### src/hw/rtl/char_lcd_cursor_sequencer_top_assert.svh
// assertion macros used by the top-level rtl file
`ifndef CHAR_LCD_CURSOR_SEQUENCER_TOP_ASSERT_SVH
`define CHAR_LCD_CURSOR_SEQUENCER_TOP_ASSERT_SVH

// same-cycle implication, sampled on clk_i, off during reset
`define CLCS_ASSERT_IMP(lbl, ante, cons) \
  lbl: assert property (@(posedge clk_i) disable iff (!rst_ni) (ante) |-> (cons)) \
    else $error("clcs assertion failed");

// next-cycle implication, sampled on clk_i, off during reset
`define CLCS_ASSERT_NXT(lbl, ante, cons) \
  lbl: assert property (@(posedge clk_i) disable iff (!rst_ni) (ante) |=> (cons)) \
    else $error("clcs assertion failed");

`endif

### src/hw/rtl/clcs_pkg.sv
`timescale 1ns / 1ps
// ----------------------------------------------------------------------------
// clcs_pkg
// Types and constants of the character lcd cursor sequencer.
// ----------------------------------------------------------------------------
package clcs_pkg;

  localparam int unsigned COLUMNS_DEF = 16;

  localparam int unsigned FUNC_W = 3;
  localparam int unsigned BYTE_W = 8;
  localparam int unsigned WAIT_W = 2;

  typedef enum logic [FUNC_W-1:0] {
    FUNC_PUT   = 3'd0,
    FUNC_CLEAR = 3'd1,
    FUNC_HOME  = 3'd2,
    FUNC_CON   = 3'd3,
    FUNC_COFF  = 3'd4,
    FUNC_INIT  = 3'd5
  } func_e;

  localparam logic [WAIT_W-1:0] WAIT_FAST  = 2'd0;
  localparam logic [WAIT_W-1:0] WAIT_SLOW  = 2'd1;
  localparam logic [WAIT_W-1:0] WAIT_START = 2'd2;

  localparam logic [BYTE_W-1:0] CMD_HOME_ROW0 = 8'h80;
  localparam logic [BYTE_W-1:0] CMD_HOME_ROW1 = 8'hC0;
  localparam logic [BYTE_W-1:0] CMD_LEFT      = 8'h10;
  localparam logic [BYTE_W-1:0] CMD_RIGHT     = 8'h14;
  localparam logic [BYTE_W-1:0] CMD_CLEAR     = 8'h01;
  localparam logic [BYTE_W-1:0] CMD_HOME      = 8'h02;
  localparam logic [BYTE_W-1:0] CMD_FUNCSET   = 8'h3C;
  localparam logic [BYTE_W-1:0] CMD_CUR_OFF   = 8'h0C;
  localparam logic [BYTE_W-1:0] CMD_CUR_ON    = 8'h0E;
  localparam logic [BYTE_W-1:0] CMD_ENTRY     = 8'h06;

  localparam logic [BYTE_W-1:0] CHR_CR    = 8'h0D;
  localparam logic [BYTE_W-1:0] CHR_LF    = 8'h0A;
  localparam logic [BYTE_W-1:0] CHR_BS    = 8'h08;
  localparam logic [BYTE_W-1:0] CHR_SPACE = 8'h20;

  localparam int unsigned OPS_BS    = 3;
  localparam int unsigned OPS_CLEAR = 2;
  localparam int unsigned OPS_INIT  = 5;

endpackage

### src/hw/rtl/clcs_in_if.sv
`timescale 1ns / 1ps
// ----------------------------------------------------------------------------
// clcs_in_if
// Text operation channel: valid, ready and one operation per beat.
// ----------------------------------------------------------------------------
interface clcs_in_if;
  logic                        valid;
  logic                        ready;
  logic [clcs_pkg::FUNC_W-1:0] func;
  logic [clcs_pkg::BYTE_W-1:0] char_code;

  modport source (output valid, output func, output char_code, input ready);
  modport sink   (input valid, input func, input char_code, output ready);
endinterface

### src/hw/rtl/clcs_out_if.sv
`timescale 1ns / 1ps
// ----------------------------------------------------------------------------
// clcs_out_if
// Lcd bus write channel: valid, ready and one bus write per beat.
// ----------------------------------------------------------------------------
interface clcs_out_if;
  logic                        valid;
  logic                        ready;
  logic                        reg_select;
  logic [clcs_pkg::BYTE_W-1:0] bus_byte;
  logic [clcs_pkg::WAIT_W-1:0] wait_class;
  logic                        last;

  modport source (output valid, output reg_select, output bus_byte, output wait_class,
                  output last, input ready);
  modport sink   (input valid, input reg_select, input bus_byte, input wait_class,
                  input last, output ready);
endinterface

### src/hw/rtl/char_lcd_cursor_sequencer_top.sv
`timescale 1ns / 1ps
// ----------------------------------------------------------------------------
// char_lcd_cursor_sequencer_top
// Text operation to character lcd bus write sequencer with cursor tracking.
// ----------------------------------------------------------------------------
// Usage:
//   in_i carries one text operation per beat (func, char_code). out_o
//   carries the lcd bus writes it causes, one per beat, with last set on
//   the final write of each operation. Unused func codes are taken and
//   cause no write.
//   An operation causes 1 to 2*COLUMNS+2 writes (34 at 16 columns). A
//   small sequencer produces one write per cycle while out_o is not
//   stalled, through a single column add/subtract unit; each write is
//   registered, and in_i.ready stays low until the final one is produced.
//   The next operation is taken while the final write still waits on out_o.
//   A stall on out_o.ready holds the output register and pauses the
//   sequencer; nothing is dropped.
//   Reset puts the cursor at row 0, column 0 and empties the output
//   register. Display power-up waits and pin timing are left to the
//   downstream bus driver, which reads wait_class.
// ----------------------------------------------------------------------------
module char_lcd_cursor_sequencer_top #(
  parameter int unsigned COLUMNS = clcs_pkg::COLUMNS_DEF
) (
  input  logic              clk_i,
  input  logic              rst_ni,
  clcs_in_if.sink           in_i,
  clcs_out_if.source        out_o
);
  import clcs_pkg::*;

  `include "char_lcd_cursor_sequencer_top_assert.svh"

  localparam int unsigned CW      = (COLUMNS > 2) ? $clog2(COLUMNS) : 1;
  localparam int unsigned MAX_OPS = (COLUMNS > OPS_INIT) ? COLUMNS : OPS_INIT;
  localparam int unsigned OW      = $clog2(MAX_OPS + 1);

  typedef enum logic {S_IDLE, S_RUN} state_e;

  typedef enum logic [3:0] {
    M_CHAR, M_HOMEROW, M_LF_R, M_LF_L, M_BS, M_CLEAR, M_CON, M_COFF, M_INIT
  } mode_e;

  typedef enum logic [2:0] {K_RIGHT, K_LEFT, K_GLYPH, K_HOMEROW, K_CMD} kind_e;

  typedef struct packed {
    kind_e             kind;
    logic [BYTE_W-1:0] byte_val;
    logic [WAIT_W-1:0] wait_val;
    logic              clr;
  } op_t;

  function automatic op_t op_decode(mode_e mode, logic [2:0] step, logic [BYTE_W-1:0] ch);
    op_t op;
    op = '{kind: K_CMD, byte_val: CMD_CUR_OFF, wait_val: WAIT_FAST, clr: 1'b0};
    unique case (mode)
      M_CHAR: begin
        op.kind     = K_GLYPH;
        op.byte_val = ch;
      end
      M_HOMEROW: op.kind = K_HOMEROW;
      M_LF_R:    op.kind = K_RIGHT;
      M_LF_L:    op.kind = K_LEFT;
      M_BS: begin
        if (step == 3'd1) begin
          op.kind     = K_GLYPH;
          op.byte_val = CHR_SPACE;
        end else begin
          op.kind = K_LEFT;
        end
      end
      M_CLEAR: begin
        op.wait_val = WAIT_SLOW;
        op.byte_val = (step == 3'd0) ? CMD_CLEAR : CMD_HOME;
        op.clr      = (step != 3'd0);
      end
      M_CON:  op.byte_val = CMD_CUR_ON;
      M_COFF: op.byte_val = CMD_CUR_OFF;
      M_INIT: begin
        unique case (step)
          3'd0: begin
            op.byte_val = CMD_FUNCSET;
            op.wait_val = WAIT_START;
          end
          3'd1: op.byte_val = CMD_CUR_OFF;
          3'd2: op.byte_val = CMD_ENTRY;
          3'd3: begin
            op.byte_val = CMD_CLEAR;
            op.wait_val = WAIT_SLOW;
          end
          default: begin
            op.byte_val = CMD_HOME;
            op.wait_val = WAIT_SLOW;
            op.clr      = 1'b1;
          end
        endcase
      end
      default: op.kind = K_CMD;
    endcase
    return op;
  endfunction

  state_e            state_q, state_d;
  mode_e             mode_q, mode_d;
  logic [2:0]        step_q, step_d;
  logic [OW-1:0]     outer_q, outer_d;
  logic [CW-1:0]     inner_q, inner_d;
  logic              pend_q, pend_d;
  logic              row_q, row_d;
  logic [CW-1:0]     col_q, col_d;
  logic [BYTE_W-1:0] char_q, char_d;

  logic              out_valid_q, out_valid_d;
  logic              out_rs_q, out_rs_d;
  logic [BYTE_W-1:0] out_byte_q, out_byte_d;
  logic [WAIT_W-1:0] out_wait_q, out_wait_d;
  logic              out_last_q, out_last_d;

  logic              in_fire;
  logic              adv;
  logic              col_inc;
  logic [CW-1:0]     col_sum;
  logic              col_wrap;
  op_t               op;

  assign in_i.ready = (state_q == S_IDLE);
  assign in_fire    = in_i.valid && in_i.ready;
  assign adv        = (state_q == S_RUN) && (!out_valid_q || out_o.ready);

  // shared column unit
  assign col_sum  = col_q + (col_inc ? CW'(1) : {CW{1'b1}});
  assign col_wrap = col_inc && (col_q == CW'(COLUMNS - 1));

  assign op = op_decode(mode_q, step_q, char_q);

  always_comb begin
    state_d     = state_q;
    mode_d      = mode_q;
    step_d      = step_q;
    outer_d     = outer_q;
    inner_d     = inner_q;
    pend_d      = pend_q;
    row_d       = row_q;
    col_d       = col_q;
    char_d      = char_q;
    col_inc     = 1'b1;
    out_valid_d = out_valid_q;
    out_rs_d    = out_rs_q;
    out_byte_d  = out_byte_q;
    out_wait_d  = out_wait_q;
    out_last_d  = out_last_q;

    if (out_valid_q && out_o.ready) begin
      out_valid_d = 1'b0;
    end

    if (in_fire) begin
      step_d = 3'd0;
      char_d = in_i.char_code;
      unique case (in_i.func)
        FUNC_PUT: begin
          priority if (in_i.char_code == CHR_CR) begin
            mode_d  = M_HOMEROW;
            outer_d = OW'(1);
          end else if (in_i.char_code == CHR_LF) begin
            mode_d  = row_q ? M_LF_L : M_LF_R;
            outer_d = OW'(COLUMNS);
          end else if (in_i.char_code == CHR_BS) begin
            mode_d  = M_BS;
            outer_d = OW'(OPS_BS);
          end else begin
            mode_d  = M_CHAR;
            outer_d = OW'(1);
          end
        end
        FUNC_CLEAR: begin
          mode_d  = M_CLEAR;
          outer_d = OW'(OPS_CLEAR);
        end
        FUNC_HOME: begin
          mode_d  = M_HOMEROW;
          outer_d = OW'(1);
        end
        FUNC_CON: begin
          mode_d  = M_CON;
          outer_d = OW'(1);
        end
        FUNC_COFF: begin
          mode_d  = M_COFF;
          outer_d = OW'(1);
        end
        FUNC_INIT: begin
          mode_d  = M_INIT;
          outer_d = OW'(OPS_INIT);
        end
        default: outer_d = '0;
      endcase
      state_d = (outer_d != '0) ? S_RUN : S_IDLE;
    end else if (adv) begin
      out_valid_d = 1'b1;
      out_rs_d    = 1'b0;
      out_wait_d  = WAIT_FAST;
      out_byte_d  = CMD_RIGHT;
      if (pend_q) begin
        out_byte_d = row_q ? CMD_HOME_ROW0 : CMD_HOME_ROW1;
        row_d      = ~row_q;
        pend_d     = 1'b0;
      end else if (inner_q != '0) begin
        col_d   = col_wrap ? '0 : col_sum;
        pend_d  = col_wrap;
        inner_d = inner_q - CW'(1);
      end else begin
        outer_d = outer_q - OW'(1);
        step_d  = step_q + 3'd1;
        unique case (op.kind)
          K_RIGHT: begin
            col_d  = col_wrap ? '0 : col_sum;
            pend_d = col_wrap;
          end
          K_LEFT: begin
            if (col_q == '0) begin
              out_byte_d = row_q ? CMD_HOME_ROW0 : CMD_HOME_ROW1;
              row_d      = ~row_q;
              inner_d    = CW'(COLUMNS - 1);
            end else begin
              col_inc    = 1'b0;
              out_byte_d = CMD_LEFT;
              col_d      = col_sum;
            end
          end
          K_GLYPH: begin
            out_rs_d   = 1'b1;
            out_byte_d = op.byte_val;
            col_d      = col_wrap ? '0 : col_sum;
            pend_d     = col_wrap;
          end
          K_HOMEROW: begin
            out_byte_d = row_q ? CMD_HOME_ROW1 : CMD_HOME_ROW0;
            col_d      = '0;
          end
          default: begin
            out_byte_d = op.byte_val;
            out_wait_d = op.wait_val;
            if (op.clr) begin
              row_d = 1'b0;
              col_d = '0;
            end
          end
        endcase
      end
      out_last_d = !(pend_d || (inner_d != '0) || (outer_d != '0));
      if (out_last_d) begin
        state_d = S_IDLE;
      end
    end
  end

  always_ff @(posedge clk_i or negedge rst_ni) begin
    if (!rst_ni) begin
      state_q     <= S_IDLE;
      mode_q      <= M_CHAR;
      step_q      <= '0;
      outer_q     <= '0;
      inner_q     <= '0;
      pend_q      <= 1'b0;
      row_q       <= 1'b0;
      col_q       <= '0;
      char_q      <= '0;
      out_valid_q <= 1'b0;
      out_rs_q    <= 1'b0;
      out_byte_q  <= '0;
      out_wait_q  <= '0;
      out_last_q  <= 1'b0;
    end else begin
      state_q     <= state_d;
      mode_q      <= mode_d;
      step_q      <= step_d;
      outer_q     <= outer_d;
      inner_q     <= inner_d;
      pend_q      <= pend_d;
      row_q       <= row_d;
      col_q       <= col_d;
      char_q      <= char_d;
      out_valid_q <= out_valid_d;
      out_rs_q    <= out_rs_d;
      out_byte_q  <= out_byte_d;
      out_wait_q  <= out_wait_d;
      out_last_q  <= out_last_d;
    end
  end

  assign out_o.valid      = out_valid_q;
  assign out_o.reg_select = out_rs_q;
  assign out_o.bus_byte   = out_byte_q;
  assign out_o.wait_class = out_wait_q;
  assign out_o.last       = out_last_q;

  `CLCS_ASSERT_IMP(a_col_range, 1'b1, col_q <= CW'(COLUMNS - 1))
  `CLCS_ASSERT_IMP(a_run_has_work, state_q == S_RUN,
                   pend_q || (inner_q != '0) || (outer_q != '0))
  `CLCS_ASSERT_IMP(a_inner_mode, inner_q != '0, (mode_q == M_LF_L) || (mode_q == M_BS))
  `CLCS_ASSERT_IMP(a_mid_beat_busy, out_valid_q && !out_last_q, state_q == S_RUN)
  `CLCS_ASSERT_NXT(a_beat_on_adv, adv, out_valid_q)

endmodule

### src/flat_wrapper.sv
// flat-port wrapper written by rule: the top's interface ports become plain ports
module char_lcd_cursor_sequencer_top_flat import clcs_pkg::*;
#(
  parameter int unsigned COLUMNS = clcs_pkg::COLUMNS_DEF
)
  (clk_i, rst_ni, in_i_valid, in_i_func, in_i_char_code, in_i_ready, out_o_valid, out_o_reg_select, out_o_bus_byte, out_o_wait_class, out_o_last, out_o_ready);
  clcs_in_if in_i_i ();
  clcs_out_if out_o_i ();
  input  logic clk_i;
  input  logic rst_ni;
  input wire logic [$bits(in_i_i.valid)-1:0] in_i_valid;
  input wire logic [$bits(in_i_i.func)-1:0] in_i_func;
  input wire logic [$bits(in_i_i.char_code)-1:0] in_i_char_code;
  output wire logic [$bits(in_i_i.ready)-1:0] in_i_ready;
  output wire logic [$bits(out_o_i.valid)-1:0] out_o_valid;
  output wire logic [$bits(out_o_i.reg_select)-1:0] out_o_reg_select;
  output wire logic [$bits(out_o_i.bus_byte)-1:0] out_o_bus_byte;
  output wire logic [$bits(out_o_i.wait_class)-1:0] out_o_wait_class;
  output wire logic [$bits(out_o_i.last)-1:0] out_o_last;
  input wire logic [$bits(out_o_i.ready)-1:0] out_o_ready;
  assign in_i_i.valid = in_i_valid;
  assign in_i_i.func = in_i_func;
  assign in_i_i.char_code = in_i_char_code;
  assign in_i_ready = in_i_i.ready;
  assign out_o_valid = out_o_i.valid;
  assign out_o_reg_select = out_o_i.reg_select;
  assign out_o_bus_byte = out_o_i.bus_byte;
  assign out_o_wait_class = out_o_i.wait_class;
  assign out_o_last = out_o_i.last;
  assign out_o_i.ready = out_o_ready;
  char_lcd_cursor_sequencer_top #(.COLUMNS(COLUMNS)) u_core (.clk_i(clk_i), .rst_ni(rst_ni), .in_i(in_i_i), .out_o(out_o_i));
endmodule
### config.mk
export PLATFORM = sky130hd
export DESIGN_NAME = char_lcd_cursor_sequencer_top_flat
export DESIGN_NICKNAME = d
export VERILOG_FILES = /design/src/hw/rtl/clcs_pkg.sv /design/src/hw/rtl/clcs_in_if.sv /design/src/hw/rtl/clcs_out_if.sv /design/src/hw/rtl/char_lcd_cursor_sequencer_top.sv /design/src/flat_wrapper.sv
export VERILOG_INCLUDE_DIRS = /design/src /design/src/hw/rtl
export SDC_FILE = /design/constraint.sdc
export NUM_CORES = 1
export LEC_CHECK = 0
export ABC_AREA = 1
export BUFFER_PORTS_ARGS = -buffer_cell sky130_fd_sc_hd__buf_2
export CORE_MARGIN = 2
export CORE_UTILIZATION = 53
export DETAILED_ROUTE_END_ITERATION = 6
export GPL_ROUTABILITY_DRIVEN = 0
export HOLD_SLACK_MARGIN = 0.1
export PLACE_DENSITY = 0.74
export SYNTH_ARGS = -nofsm -noshare
export SYNTH_HDL_FRONTEND = slang
export SYNTH_SLANG_ARGS = --single-unit
### constraint.sdc
create_clock -name clk_i -period 1.8 [get_ports clk_i]
set_input_delay 0.09 -clock clk_i [delete_from_list [all_inputs] [get_ports clk_i]]
set_output_delay 0.09 -clock clk_i [all_outputs]
set_load 0.02 [all_outputs]
# Word level (Yosys, flattened, before mapping)
# Index checks and enable logic that the tools add are counted.
[totals]
regBits = 44
inputBits = 15
out_inout_bits = 14
wordCells = 162
[classes]
n_addsub = 4
n_eq_ne = 29
mux = 76
bitwise = 4
reduce_logical = 35
[op_table]
columns = ["cell", "count"]
rows = [
  ["$mux W4", 13],
  ["$mux W5", 9],
  ["$pmux W8 S5", 1],
  ["$mux W1", 27],
  ["$eq A8 B4 Y1 const B", 3],
  ["$mux W8", 3],
  ["$pmux W4 S6", 1],
  ["$pmux W6 S4", 1],
  ["$pmux W8 S3", 1],
  ["$pmux W5 S4", 1],
  ["$eq A3 B2 Y1 const B", 6],
  ["$mux W3", 5],
  ["$pmux W3 S5", 1],
  ["$reduce_bool A5 Y1", 3],
  ["$mux W7", 2],
  ["$eq A4 B3 Y1 const B", 3],
  ["$mux W2", 6],
  ["$pmux W4 S3", 1],
  ["$eq A3 B1 Y1 const B", 3],
  ["$logic_not A3 Y1", 3],
  ["$eq A4 B2 Y1 const B", 2],
  ["$eq A4 B4 Y1 const B", 2],
  ["$logic_not A4 Y1", 2],
  ["$ne A2 B1 Y1 const B", 4],
  ["other kinds (28)", 45],
]

# Longest topological paths before layout
[depth]
depth_word = 20
ltp_mapped = 13
ltp_nobuf = 13

# Worst setup path before layout
# Ideal clock, no wire load.
[synth_path]
path_type = "flip-flop to flip-flop"
startpoint = "register u_core.inner_q[1]"
endpoint = "register u_core.col_q[3]"
setup_time_ps = 121
t_arrival_ps = 1886
required_ps = 1679
slack_ps = -207
path_stages_with_launch = 12
n_path_buf = 0
period_less_slack_ps = 2007
path_cell_list = "dfrtp_1 inv_1 ha_1 nand2_4 nor2_4 nand3_4 inv_2 ha_1 a21oi_1 o21ai_0 xnor2_1 o21ai_1"
[synth_between]
elab_chain_len = 10
word_cells_on_any_way = 15
cone_classes = "add/sub (1); eq/ne (1); mux (9); reduce/logical (4)"
[synth_rtl]
columns = ["item", "line", "source"]
rows = [
  ["start, declared", "char_lcd_cursor_sequencer_top.sv:107", "logic [CW-1:0] inner_q, inner_d;"],
  ["start signal, assigned", "char_lcd_cursor_sequencer_top.sv:279", "inner_q <= inner_d;"],
  ["$reduce_bool A4 Y1 (*)", "char_lcd_cursor_sequencer_top.sv:208", "end else if (inner_q != '0) begin"],
  ["$mux W1", "char_lcd_cursor_sequencer_top.sv:208", ""],
  ["$mux W1", "char_lcd_cursor_sequencer_top.sv:204", "if (pend_q) begin"],
  ["$mux W1", "char_lcd_cursor_sequencer_top.sv:199", "end else if (adv) begin"],
  ["$mux W1", "char_lcd_cursor_sequencer_top.sv:157", "if (in_fire) begin"],
  ["$mux W4", "char_lcd_cursor_sequencer_top.sv:131", "assign col_sum = col_q + (col_inc ? CW'(1) : {CW{1'b1}});"],
  ["$add A4 B4 Y4", "char_lcd_cursor_sequencer_top.sv:131", ""],
  ["$mux W4, on equally long branches", "--", ""],
  ["$pmux W4 S3", "char_lcd_cursor_sequencer_top.sv:215", "unique case (op.kind)"],
  ["$mux W4", "char_lcd_cursor_sequencer_top.sv:208", ""],
  ["end signal, assigned", "char_lcd_cursor_sequencer_top.sv:282", "col_q <= col_d;"],
  ["end, declared", "char_lcd_cursor_sequencer_top.sv:110", "logic [CW-1:0] col_q, col_d;"],
]
# Mark *: on every way between the ends. The rest lies on a longest branch, timed or not. The select of a mux whose other input is x is not followed.
# A chain may end at the register's enable or synchronous reset.

# Worst setup path in the final report
[layout_path]
startpoint = "register u_core.step_q[1]"
endpoint = "register u_core.col_q[3]"
[layout_between]
elab_chain_len = 14
word_cells_on_any_way = 30
cone_classes = "add/sub (1); eq/ne (7); mux (14); reduce/logical (8)"
[layout_rtl]
columns = ["item", "line", "source"]
rows = [
  ["start, declared", "char_lcd_cursor_sequencer_top.sv:105", "logic [2:0] step_q, step_d;"],
  ["start signal, assigned", "char_lcd_cursor_sequencer_top.sv:277", "step_q <= step_d;"],
  ["$eq A3 B1 Y1", "char_lcd_cursor_sequencer_top.sv:65, char_lcd_cursor_sequencer_top.sv:80", ""],
  ["$mux W2", "char_lcd_cursor_sequencer_top.sv:65", "if (step == 3'd1) begin"],
  ["$pmux W3 S5", "char_lcd_cursor_sequencer_top.sv:56", "unique case (mode)"],
  ["$eq A3 B1 Y1", "char_lcd_cursor_sequencer_top.sv:215", ""],
  ["$mux W1", "char_lcd_cursor_sequencer_top.sv:215", ""],
  ["$mux W1", "char_lcd_cursor_sequencer_top.sv:208", ""],
  ["$mux W1", "char_lcd_cursor_sequencer_top.sv:204", ""],
  ["$mux W1", "char_lcd_cursor_sequencer_top.sv:199", ""],
  ["$mux W1", "char_lcd_cursor_sequencer_top.sv:157", ""],
  ["$mux W4", "char_lcd_cursor_sequencer_top.sv:131", ""],
  ["$add A4 B4 Y4", "char_lcd_cursor_sequencer_top.sv:131", ""],
  ["$mux W4, on equally long branches", "--", ""],
  ["$pmux W4 S3", "char_lcd_cursor_sequencer_top.sv:215", ""],
  ["$mux W4", "char_lcd_cursor_sequencer_top.sv:208", ""],
]
# Parallel ways exist; a longest one is shown, timed or not. The select of a mux whose other input is x is not followed.

==> flow_summary.json <==
{
  "fmax_ghz": 0.551,
  "route.detailed.drc": 0,
  "min_delay_worst_endpoint": "u_core.out_o.valid$_DFF_PN0_",
  "syn_area_per_cell_um2": 7.46,
  "antenna_left": 0,
  "max_slew.worst_pin.slew_ns": 0.471,
  "place_area_um2": 3180,
  "final_core_util_pct": 72.1,
  "firstDrtPassIters": 4,
  "synthArstFlopShare_pct": 100,
  "cts_root_buf": "clkbuf_8",
  "grt_start_max_net_pins": 20,
  "reg2reg_from": "u_core.step_q[1]$_DFFE_PN0P_",
  "wl_mm": 7.39,
  "hold_start": "out_o_ready",
  "worstSetupStartpointType": "flip-flop",
  "initial_core_util_pct": 54.4,
  "crit_type": "reg2reg",
  "crit_path_end_kind": "flip-flop",
  "hold_viol": 0,
  "wl_per_cell_um": 14.1,
  "power.total_w": 0.00569,
  "dp_cells": 487,
  "power_leakage_nw": 1.89,
  "synth_area_leaders": "dfrtp_1, nand2_1, inv_1",
  "required_ns": 1.98,
  "min_period_ns": 1.81,
  "finalWorstSetupSlack_ns": -0.0140,
  "final_layout_size_suffix_gt1_share_pct": 29.4,
  "period_share_pct": 101,
  "reg2reg_slack_ns": -0.01,
  "violations": "setup timing",
  "io_buffers": 28,
  "ff2ff_path_depth": 12,
  "netlist.area_leader.share_pct": 39.9,
  "ios": 29,
  "status": "complete, but fails checks",
  "ys_dominant_reg_cell": "dfrtp_1",
  "drtIter0Drc": 169,
  "core-area_um2": 5070,
  "synthToLayoutAreaGrowth_pct": 32.6,
  "rows": 26,
  "grt_pass1_vias": 2547,
  "setup_violations": 1,
  "h-tree-depth": 2,
  "rsz0062_at_grt": "true",
  "fin_skew_ns": 0.0156,
  "die_w_um": 76.2,
  "min_path_cells": 4,
  "path_clk_slew_ns": 0.10,
  "r2r-end": "u_core.col_q[3]$_DFFE_PN0P_",
  "grt_pass1_wl_mm": 11.9,
  "grt_overflow": 0,
  "clk_latency_ns": 0.30,
  "syn_nets": 395,
  "grt_use_total_pct": 25.2,
  "power_density_nw_per_um2": 1560,
  "ys_types": 37,
  "die_area_um2": 5800,
  "crit_arrival_ns": 1.99,
  "clk_path_buf_depth": 2,
  "hp-class": "in2reg",
  "cts.sinks": 44,
  "antennaDiodeCount": 0,
  "synth_seq_cells": 44,
  "stdcell_count": 523,
  "n_fill_cell": 405,
  "slew_viol_final": 0,
  "cap_violations": 0,
  "cts_buffers": 5,
  "yosys_warnings": 0,
  "slew-limit-headroom_pct": 68.4,
  "hpwl_mm": 5.21,
  "worstPathMaxFanout": 4,
  "antenna_found_initial": 0,
  "fin_area_um2": 3660,
  "nets": 477,
  "viasPerCell": 5.25,
  "vdd_drop_max_v": 0.000661,
  "fp.dieH_um": 76.2,
  "postSynthCellCount": 370,
  "regArea_um2": 1100,
  "syn-cell-area_um2": 2760,
  "cts_tree": "done",
  "synth_edf_count": 0,
  "synth_top_area_cell": "dfrtp_1",
  "multiInputGateArea_um2": 1550,
  "ys_seq_area_share_pct": 39.9,
  "via_count": 2745
}
[report_power, final]
part	internal, W	switching, W
logic	0.00137	0.00183
registers	0.00135	0.000331
clock network	0.000454	0.000363
total	0.00317	0.00252
[logic make-up (layout without fill, tap and decap cells)]
| group | count (synthesis) | after routing | synth area share, % |
|---|---|---|---|
| AND/OR/NAND/NOR | 174 | 174 | 29.9 |
| AO/OA/AOI/OAI | 74 | 74 | 15.2 |
| buffers and inverters | 64 | 147 | 8.88 |
| flip-flops | 44 | 44 | 39.9 |
| adder cells (fa/ha/maj) | 10 | 10 | 4.81 |
| XOR/XNOR | 4 | 4 | 1.27 |
[routing by layer]
layer	GRT usage, %	routed length (um)	vias to the layer above
met3	3.91	290	10
met5	0	0	-
met4	6.00	127	0
met2	43.6	3670	72
met1	33.5	3310	1286
li1	-	-	1377
[cells in the final DEF (no fill, tap or decap), types with 3 or more instances in the layout]
master / Yosys / routed
nand3_1: 23 / 18
clkbuf_8: 0 / 6
nor2_1: 26 / 25
a22oi_1: 3 / 3
o21ai_1: 5 / 8
inv_2: 3 / 9
dfrtp_1: 44 / 41
o21ai_0: 38 / 32
dfrtp_2: 0 / 3
o21ai_2: 1 / 3
nand3_4: 2 / 4
nand3_2: 4 / 7
ha_1: 9 / 5
buf_6: 0 / 4
nand2_4: 2 / 3
o211ai_1: 3 / 3
inv_1: 56 / 49
nor3_1: 7 / 7
buf_2: 1 / 28
buf_4: 1 / 40
nor2_4: 4 / 6
nand2_2: 1 / 7
nand4_1: 5 / 5
ha_4: 0 / 3
o22ai_1: 7 / 7
a21oi_1: 8 / 7
dlygate4sd3_1: 0 / 8
nand2_1: 95 / 88
[metrics by stage]
stage	hold slack, ns	setup WS (ns)	TNS [ns]
2_1_floorplan	-0.206	0.000528	0
3_3_place_gp	0.0284	0.0435	0
3_5_place_dp	0.0308	-0.00585	-0.00585
4_1_cts	0.102	0.00372	0
5_1_grt	0.110	-0.0830	-0.337
6_report	0.0834	-0.0140	-0.0140
[synth_stat cells (5+ instances only)]
cell      n
nand2_1  95
inv_1    56
dfrtp_1  44
o21ai_0  38
nor2_1   26
nand3_1  23
ha_1      9
a21oi_1   8
nor3_1    7
o22ai_1   7
nand4_1   5
o21ai_1   5
[worst max-delay path by stage]
stage / endpoint / from / slack, ns
2_1_floorplan: u_core.col_q[3]$_DFFE_PN0P_ / u_core.step_q[0]$_DFFE_PN0P_ / 0.0005
3_3_place_gp: u_core.col_q[2]$_DFFE_PN0P_ / u_core.step_q[1]$_DFFE_PN0P_ / 0.04
3_5_place_dp: u_core.col_q[3]$_DFFE_PN0P_ / u_core.step_q[1]$_DFFE_PN0P_ / -0.006
4_1_cts: u_core.col_q[3]$_DFFE_PN0P_ / u_core.step_q[1]$_DFFE_PN0P_ / 0.004
5_1_grt: u_core.col_q[3]$_DFFE_PN0P_ / u_core.step_q[1]$_DFFE_PN0P_ / -0.08
6_report: u_core.col_q[3]$_DFFE_PN0P_ / u_core.step_q[1]$_DFFE_PN0P_ / -0.01
[final cells by class]
cell class | instances | area share [%]
flip-flops and latches | 44 | 30.2
clock buffers | 6 | 2.26
well taps | 70 | 2.39
inverters | 59 | 6.19
clock inverters | 2 | 1.06
repair buffers | 80 | 15.5
multi-input cells | 262 | 42.5
[critical path: stages (launching register included)]
cell and delay [ns]:
dfrtp_1 0.41, inv_2 0.09, ha_4 0.14, nand2_4 0.05
nand3_4 0.09, nand2_4 0.06, nand3_4 0.09, clkinv_4 0.08
ha_1 0.28, nand2_1 0.07, o21ai_2 0.13, xnor2_1 0.13
o21ai_1 0.08
[flip-flops by register name (all words and copies together) (netlist names)]
name                     cells
u_core.char_q                8
u_core.col_q                 4
u_core.inner_q               4
u_core.mode_q                4
u_core.out_o.bus_byte        8
u_core.out_o.last            1
u_core.out_o.reg_select      1
u_core.out_o.valid           1
u_core.out_o.wait_class      2
u_core.outer_q               5
u_core.pend_q                1
u_core.row_q                 1
u_core.state_q               1
u_core.step_q                3
[what timing repair did]
| action | in CTS | in global routing |
|---|---|---|
| pin swaps | 8 | 22 |
| gates resized for setup | 5 | 39 |
| gates cloned | 0 | 0 |
| hold buffers | 8 | 0 |
| setup buffers | 10 | 10 |
| endpoints found under the setup margin | 2 | 10 |
| hold endpoints to repair | 46 | 0 |
Power figures use the tool's default switching activity.
